==> config.mk <==
export PLATFORM = sky130hd
export DESIGN_NAME = button_gesture_detector
export DESIGN_NICKNAME = d
export VERILOG_FILES = /design/src/rtl/bgd_pkg.sv /design/src/rtl/bgd_step.sv /design/src/rtl/button_gesture_detector.sv
export SDC_FILE = /design/constraint.sdc
export NUM_CORES = 1
export LEC_CHECK = 0
export ABC_CLOCK_PERIOD_IN_PS = 4000
export BUFFER_PORTS_ARGS = -buffer_cell sky130_fd_sc_hd__buf_2
export CORE_MARGIN = 8
export CORE_UTILIZATION = 35
export CTS_BUF_LIST = sky130_fd_sc_hd__clkbuf_2
export CTS_CLUSTER_DIAMETER = 100
export DETAILED_ROUTE_END_ITERATION = 8
export PLACE_DENSITY = 0.65
export SKIP_LAST_GASP = 1
export SLEW_MARGIN = 15
export SYNTH_ARGS = -nofsm -noshare
export SYNTH_HDL_FRONTEND = slang
export SYNTH_SLANG_ARGS = --single-unit
export TNS_END_PERCENT = 30
==> constraint.sdc <==
create_clock -name i_clk -period 4 [get_ports i_clk]
set_clock_uncertainty 0.15 [all_clocks]
set_input_delay 0.4 -clock i_clk [delete_from_list [all_inputs] [get_ports i_clk]]
set_output_delay 0.4 -clock i_clk [all_outputs]
set_load 0.005 [all_outputs]
==> src/rtl/bgd_pkg.sv <==
package bgd_pkg;

    typedef enum logic [1:0] {
        CFG_DEBOUNCE   = 2'd0,
        CFG_LONG_PRESS = 2'd1,
        CFG_DOUBLE_GAP = 2'd2
    } t_cfg_index;

    typedef enum logic [1:0] {
        G_NONE   = 2'd0,
        G_SHORT  = 2'd1,
        G_DOUBLE = 2'd2,
        G_LONG   = 2'd3
    } t_gesture;

    typedef struct packed {
        logic [15:0] debounce_ms;
        logic [15:0] long_press_ms;
        logic [15:0] double_gap_ms;
    } t_cfg;

    localparam logic        ACT_UPDATE = 1'b0;
    localparam logic        ACT_INIT   = 1'b1;

    localparam logic [15:0] DEBOUNCE_RESET   = 16'd30;
    localparam logic [15:0] LONG_PRESS_RESET = 16'd800;
    localparam logic [15:0] DOUBLE_GAP_RESET = 16'd300;

endpackage

==> src/rtl/bgd_step.sv <==
module bgd_step (
    input  logic               i_clk,
    input  logic               i_rst_n,
    input  logic               i_advance,
    input  logic               i_action,
    input  logic [31:0]        i_now_ms,
    input  logic               i_pressed,
    input  bgd_pkg::t_cfg      i_cfg,
    output bgd_pkg::t_gesture  o_gesture,
    output logic [31:0]        o_bounce_count
);

    typedef enum logic [1:0] {
        PH_IDLE    = 2'd0,
        PH_FIRST   = 2'd1,
        PH_WAIT2   = 2'd2,
        PH_RELEASE = 2'd3
    } t_phase;

    t_phase      r_phase, n_phase;
    logic        r_raw, n_raw;
    logic [31:0] r_raw_time, n_raw_time;
    logic        r_stable, n_stable;
    logic [31:0] r_edge_time, n_edge_time;
    logic [31:0] r_bounces, n_bounces;

    logic        changed;
    logic        confirm;
    logic        press_edge;
    logic        release_edge;
    logic [31:0] raw_elapsed;
    logic [31:0] edge_elapsed;
    bgd_pkg::t_gesture gesture;

    always_comb begin
        changed      = i_pressed != r_raw;
        raw_elapsed  = changed ? 32'd0 : (i_now_ms - r_raw_time);
        edge_elapsed = i_now_ms - r_edge_time;
        confirm      = (i_pressed != r_stable) &&
                       (raw_elapsed >= {16'd0, i_cfg.debounce_ms});
        press_edge   = confirm && i_pressed;
        release_edge = confirm && !i_pressed;

        n_raw       = i_pressed;
        n_raw_time  = changed ? i_now_ms : r_raw_time;
        n_bounces   = r_bounces + {31'd0, changed && (r_raw != r_stable)};
        n_stable    = confirm ? i_pressed : r_stable;
        n_edge_time = r_edge_time;
        n_phase     = r_phase;
        gesture     = bgd_pkg::G_NONE;

        case (r_phase)
            PH_IDLE: begin
                if (press_edge) begin
                    n_phase     = PH_FIRST;
                    n_edge_time = i_now_ms;
                end
            end
            PH_FIRST: begin
                if (release_edge) begin
                    n_phase     = PH_WAIT2;
                    n_edge_time = i_now_ms;
                end else if (edge_elapsed >= {16'd0, i_cfg.long_press_ms}) begin
                    n_phase = PH_RELEASE;
                    gesture = bgd_pkg::G_LONG;
                end
            end
            PH_WAIT2: begin
                if (press_edge) begin
                    n_phase = PH_RELEASE;
                    gesture = bgd_pkg::G_DOUBLE;
                end else if (edge_elapsed >= {16'd0, i_cfg.double_gap_ms}) begin
                    n_phase = PH_IDLE;
                    gesture = bgd_pkg::G_SHORT;
                end
            end
            default: begin
                if (release_edge) begin
                    n_phase = PH_IDLE;
                end
            end
        endcase

        if (i_action) begin
            n_raw       = i_pressed;
            n_stable    = i_pressed;
            n_raw_time  = i_now_ms;
            n_edge_time = i_now_ms;
            n_bounces   = 32'd0;
            n_phase     = i_pressed ? PH_RELEASE : PH_IDLE;
            gesture     = bgd_pkg::G_NONE;
        end
    end

    assign o_gesture      = gesture;
    assign o_bounce_count = n_bounces;

    always_ff @(posedge i_clk) begin
        if (!i_rst_n) begin
            r_phase     <= PH_IDLE;
            r_raw       <= 1'b0;
            r_raw_time  <= 32'd0;
            r_stable    <= 1'b0;
            r_edge_time <= 32'd0;
            r_bounces   <= 32'd0;
        end else if (i_advance) begin
            r_phase     <= n_phase;
            r_raw       <= n_raw;
            r_raw_time  <= n_raw_time;
            r_stable    <= n_stable;
            r_edge_time <= n_edge_time;
            r_bounces   <= n_bounces;
        end
    end

endmodule

==> src/rtl/button_gesture_detector.sv <==
// Each item is registered in the input stage, then its result in the result stage;
// the debounce and gesture state update as an item moves from one to the other.
// Throughput: one item per cycle unless the output stalls.
// Reset (synchronous, active low): gesture phase idle, levels, time stamps and bounce count
// zero, debounce_ms 30, long_press_ms 800, double_gap_ms 300, both stages empty.
module button_gesture_detector (
    input  logic        i_clk,
    input  logic        i_rst_n,
    input  logic        i_cfg_we,
    input  logic [1:0]  i_cfg_index,
    input  logic [15:0] i_cfg_data,
    input  logic        i_valid,
    output logic        o_stall,
    input  logic        i_action,
    input  logic [31:0] i_now_ms,
    input  logic        i_pressed,
    output logic        o_valid,
    input  logic        i_stall,
    output logic [1:0]  o_gesture,
    output logic [31:0] o_bounce_count
);

    bgd_pkg::t_cfg     r_cfg;
    logic              r_in_valid;
    logic              r_in_action;
    logic [31:0]       r_in_now_ms;
    logic              r_in_pressed;
    logic              r_out_valid;
    logic [1:0]        r_out_gesture;
    logic [31:0]       r_out_bounce_count;

    logic              out_free;
    logic              advance;
    logic              accept;
    bgd_pkg::t_gesture step_gesture;
    logic [31:0]       step_bounce_count;

    assign out_free = !r_out_valid || !i_stall;
    assign advance  = r_in_valid && out_free;
    assign o_stall  = r_in_valid && !out_free;
    assign accept   = i_valid && !o_stall;

    always_ff @(posedge i_clk) begin
        if (!i_rst_n) begin
            r_cfg.debounce_ms   <= bgd_pkg::DEBOUNCE_RESET;
            r_cfg.long_press_ms <= bgd_pkg::LONG_PRESS_RESET;
            r_cfg.double_gap_ms <= bgd_pkg::DOUBLE_GAP_RESET;
        end else if (i_cfg_we) begin
            case (i_cfg_index)
                bgd_pkg::CFG_DEBOUNCE:   r_cfg.debounce_ms   <= i_cfg_data;
                bgd_pkg::CFG_LONG_PRESS: r_cfg.long_press_ms <= i_cfg_data;
                bgd_pkg::CFG_DOUBLE_GAP: r_cfg.double_gap_ms <= i_cfg_data;
                default: ;
            endcase
        end
    end

    // input stage
    always_ff @(posedge i_clk) begin
        if (!i_rst_n) begin
            r_in_valid <= 1'b0;
        end else if (accept) begin
            r_in_valid <= 1'b1;
        end else if (advance) begin
            r_in_valid <= 1'b0;
        end
    end

    always_ff @(posedge i_clk) begin
        if (accept) begin
            r_in_action  <= i_action;
            r_in_now_ms  <= i_now_ms;
            r_in_pressed <= i_pressed;
        end
    end

    bgd_step u_step (
        .i_clk          (i_clk),
        .i_rst_n        (i_rst_n),
        .i_advance      (advance),
        .i_action       (r_in_action),
        .i_now_ms       (r_in_now_ms),
        .i_pressed      (r_in_pressed),
        .i_cfg          (r_cfg),
        .o_gesture      (step_gesture),
        .o_bounce_count (step_bounce_count)
    );

    // result stage
    always_ff @(posedge i_clk) begin
        if (!i_rst_n) begin
            r_out_valid <= 1'b0;
        end else if (out_free) begin
            r_out_valid <= advance;
        end
    end

    always_ff @(posedge i_clk) begin
        if (advance) begin
            r_out_gesture      <= step_gesture;
            r_out_bounce_count <= step_bounce_count;
        end
    end

    assign o_valid        = r_out_valid;
    assign o_gesture      = r_out_gesture;
    assign o_bounce_count = r_out_bounce_count;

    a_stall_needs_item: assert property (@(posedge i_clk) disable iff (!i_rst_n)
        o_stall |-> r_in_valid)
        else $error("input stalled with empty input stage");

    a_item_reaches_output: assert property (@(posedge i_clk) disable iff (!i_rst_n)
        advance |=> o_valid)
        else $error("item left input stage but no result valid");

    a_init_clears: assert property (@(posedge i_clk) disable iff (!i_rst_n)
        (advance && r_in_action) |=> (o_bounce_count == 32'd0 &&
                                      o_gesture == bgd_pkg::G_NONE))
        else $error("init item gave nonzero result");

endmodule

==> impl_metrics.yaml <==
logic_synthesis:
  synthesis.area_sq_mm: 0.0138
  synth_top_area_share_pct: 21.8
  synthCells: 1624
  synth_cell_types: 72
  yosysSeqAreaShare_pct: 36.7
  synthArstFlopShare_pct: 0
  synth.most_common_cell: "nand2_1"
  synth_edf_count: 68
  yosysTopAreaCell: "dfxtp_1"
  synthTopCellsByCount: "nand2_1, dfxtp_1, inv_1"
  synth_nets: 1799
  ys.flop_type: "dfxtp_1"
  synthTopCellsByArea: "dfxtp_1, edfxtp_1, ha_1"
  ys_seq_elements: 218
  ys_warn_count: 0
  syn_area_per_cell_sq_um: 8.47
setup_path:
  path_max_fanout: 7
  crit_required_ns: 4.75
  critical_path_class: "reg -> reg"
  start_kind: "flip-flop"
  cp-end-kind: "flip-flop"
  crit_start: "r_in_now_ms[3]"
  worstReg2RegStart: "r_in_now_ms[3]"
  critPathArrivalTime_ns: 5.16
sta:
  hold_viol: 0
  maxSlewHeadroom_pct: 37.8
  setup_ws_ns: -0.406
  setup-violations-final: 37
  fmax_mhz: 227
  period_share_pct: 110
  rsz0062_at_grt: "true"
  worst_pin_slew_ns: 0.930
  finalCriticalPeriod_ns: 4.41
  maxSlewViolCount: 0
floorplan:
  die-area_sq_mm: 0.0459
  rows: 72
  die_y_microns: 214
  die_width_microns: 214
  core_sq_mm: 0.0387
  io_pins: 93
  start_util_pct: 35.5
cells_and_area:
  syn_to_final_growth_pct: 38.7
  nNetsFinal: 2260
  fillers: 3617
  final_area_sq_mm: 0.0191
  seqCellArea_sq_mm: 0.00504
  layoutNonFillerInstCount: 2654
  multi_input_area_sq_mm: 0.00855
  drive_gt1_share_pct: 25.6
power:
  p_leak_nw: 7.51
  irDropWorstVdd_mv: 0.200
  powerDensity_mw_per_mm2: 319
  total_power_mw: 6.08
routing:
  num_vias: 13300
  wl_per_cell_microns: 15.4
  final_antenna_net_count: 0
  viasPerCell: 5.00
  routed_wl_mm: 40.8
  drt-pass1-iter-count: 5
  drc: 0
  drt_iter0_markers: 730
grt:
  met2_usage_pct: 29.8
  grt_use_total_pct: 17.1
  grt_first_pass_wirelength_mm: 65.9
  grt_pass1_vias: 13300
  use_met1_pct: 20.4
  top_usage_layer: "met2"
  grt_max_degree: 76
  grt.overflow.total: 0
  antenna_found_initial: 3
  met3_usage_pct: 3.50
placement:
  dp_hpwl_mm: 28.8
  dpl_cell_area_sq_mm: 0.0164
  gp_congestion: 0.886
  post-place-ws_ns: -0.603
  place_inst: 2393
  io_buffers: 92
clocking:
  cts.sinks: 218
  cts_max_level: 2
  cts_root_buf: "clkbuf_2"
  path_clk_slew_ns: 0.11
  cts_buffers: 59
  cts_tree: "done"
  insertion_delay_ns: 1.03
  clk_path_buf_depth: 3
status:
  failed_checks: "setup timing"
  status: "finished with violations"
run:
  maxCapViolations: 0
worst_hold_path:
  hold_path_class: "in -> reg"
  hp-start: "i_cfg_index[1]"
==> routing by layer <==
metal  vias up  wire (microns)
met5         -               0
met4         0            1540
met3       105            1800
met2       310           19600
met1      6233           17800
li1       6631               -
==> flip-flops by register name (all words and copies together), names as in the netlist, 2 cells and up <==
register            count
r_in_now_ms            32
r_cfg                  48
o_bounce_count         32
u_step.r_edge_time     32
u_step.r_raw_time      32
u_step.r_phase          2
o_gesture               2
u_step.r_bounces       32
==> critical path, cell delays in order (launching register included) <==
cell	delay (ns)
edfxtp_1	0.45
buf_6	0.15
ha_4	0.21
buf_6	0.11
o211ai_1	0.27
a21oi_4	0.07
o21ai_2	0.18
nand2_1	0.09
a21o_1	0.20
a21oi_2	0.14
xor2_1	0.18
nor2_1	0.07
ha_1	0.30
o2111ai_2	0.23
buf_4	0.16
o21ai_4	0.06
a21oi_4	0.14
o21ai_4	0.10
o2111ai_2	0.25
a31oi_4	0.12
buf_12	0.18
buf_12	0.13
buf_16	0.13
mux2i_1	0.14
nor2b_1	0.06
==> what timing repair did <==
item / 4_1_cts / 5_1_grt
endpoints found under the setup margin: 37 / 37
buffers inserted: 9 / 16
hold buffers: 124 / 0
hold endpoints to repair: 155 / 0
gates cloned: 1 / 0
gates resized for setup: 67 / 52
pin swaps: 50 / 50
==> cells by family after synthesis <==
family	share of synthesized area, %
AO/OA/AOI/OAI	20.5
XOR/XNOR	4.39
adder cells (fa/ha/maj)	10.8
buffers and inverters	5.51
flip-flops	36.7
multiplexers	3.02
AND/OR/NAND/NOR	19.0
==> power by group <==
group / internal [mW] / switching [mW] / total (mW)
combinational: 0.970 / 0.977 / 1.95
sequential: 2.37 / 0.0576 / 2.43
clock: 0.713 / 0.995 / 1.71
total: 4.05 / 2.03 / 6.08
==> final cells by class <==
cell class,count,share of cell area [%]
Clock buffer,84,2.20
Clock inverter,25,0.879
Timing Repair Buffer,472,19.7
Multi-Input combinational cell,1207,44.9
Tap cell,518,3.40
Inverter,127,2.50
Antenna cell,3,0.0394
Sequential cell,218,26.5
==> path summary, 6_finish.rpt <==
path | endpoint | slack (ns) | depth (start not counted)
worst max register to register | u_step.r_edge_time[19] | -0.41 | 24
worst min-delay path | r_cfg[42] | 0.24 | 5
worst min register to register | u_step.r_raw_time[24] | 0.32 | 2
worst max-delay path | u_step.r_edge_time[19] | -0.41 | 24
==> cells in the final DEF, fill, tap and decap left out, types with 7 or more instances in the layout <==
cell,synthesis,layout
a211oi_1,18,13
a21boi_0,101,101
a21o_1,25,23
a21oi_1,82,67
a21oi_2,2,12
a31oi_1,10,7
and2_1,8,8
and3_1,13,12
buf_2,0,91
buf_4,3,241
buf_6,0,9
clkbuf_2,0,84
clkinv_1,1,14
dfxtp_1,150,150
dlygate4sd3_1,0,124
edfxtp_1,68,68
ha_1,116,104
ha_4,0,10
inv_1,126,124
mux2i_1,40,39
nand2_1,285,284
nand2b_1,18,17
nand3_1,27,27
nand4_1,21,21
nor2_1,89,86
nor2b_1,51,48
nor3_1,11,9
o211ai_1,28,28
o21a_1,17,16
o21ai_0,68,56
or3_1,12,11
xnor2_1,32,29
xor2_1,37,37
==> stage by stage <==
stage,hold WS [ns],util [%],TNS [ns]
after floorplan,0.293,-,-0.761
after global placement,0.300,42.3,-11.69
after detailed placement,0.307,42.3,-13.80
after CTS,0.152,48.1,-4.48
after global routing,0.194,49.2,-16.54
final,0.236,49.2,-11.46
Power figures use the tool's default switching activity.
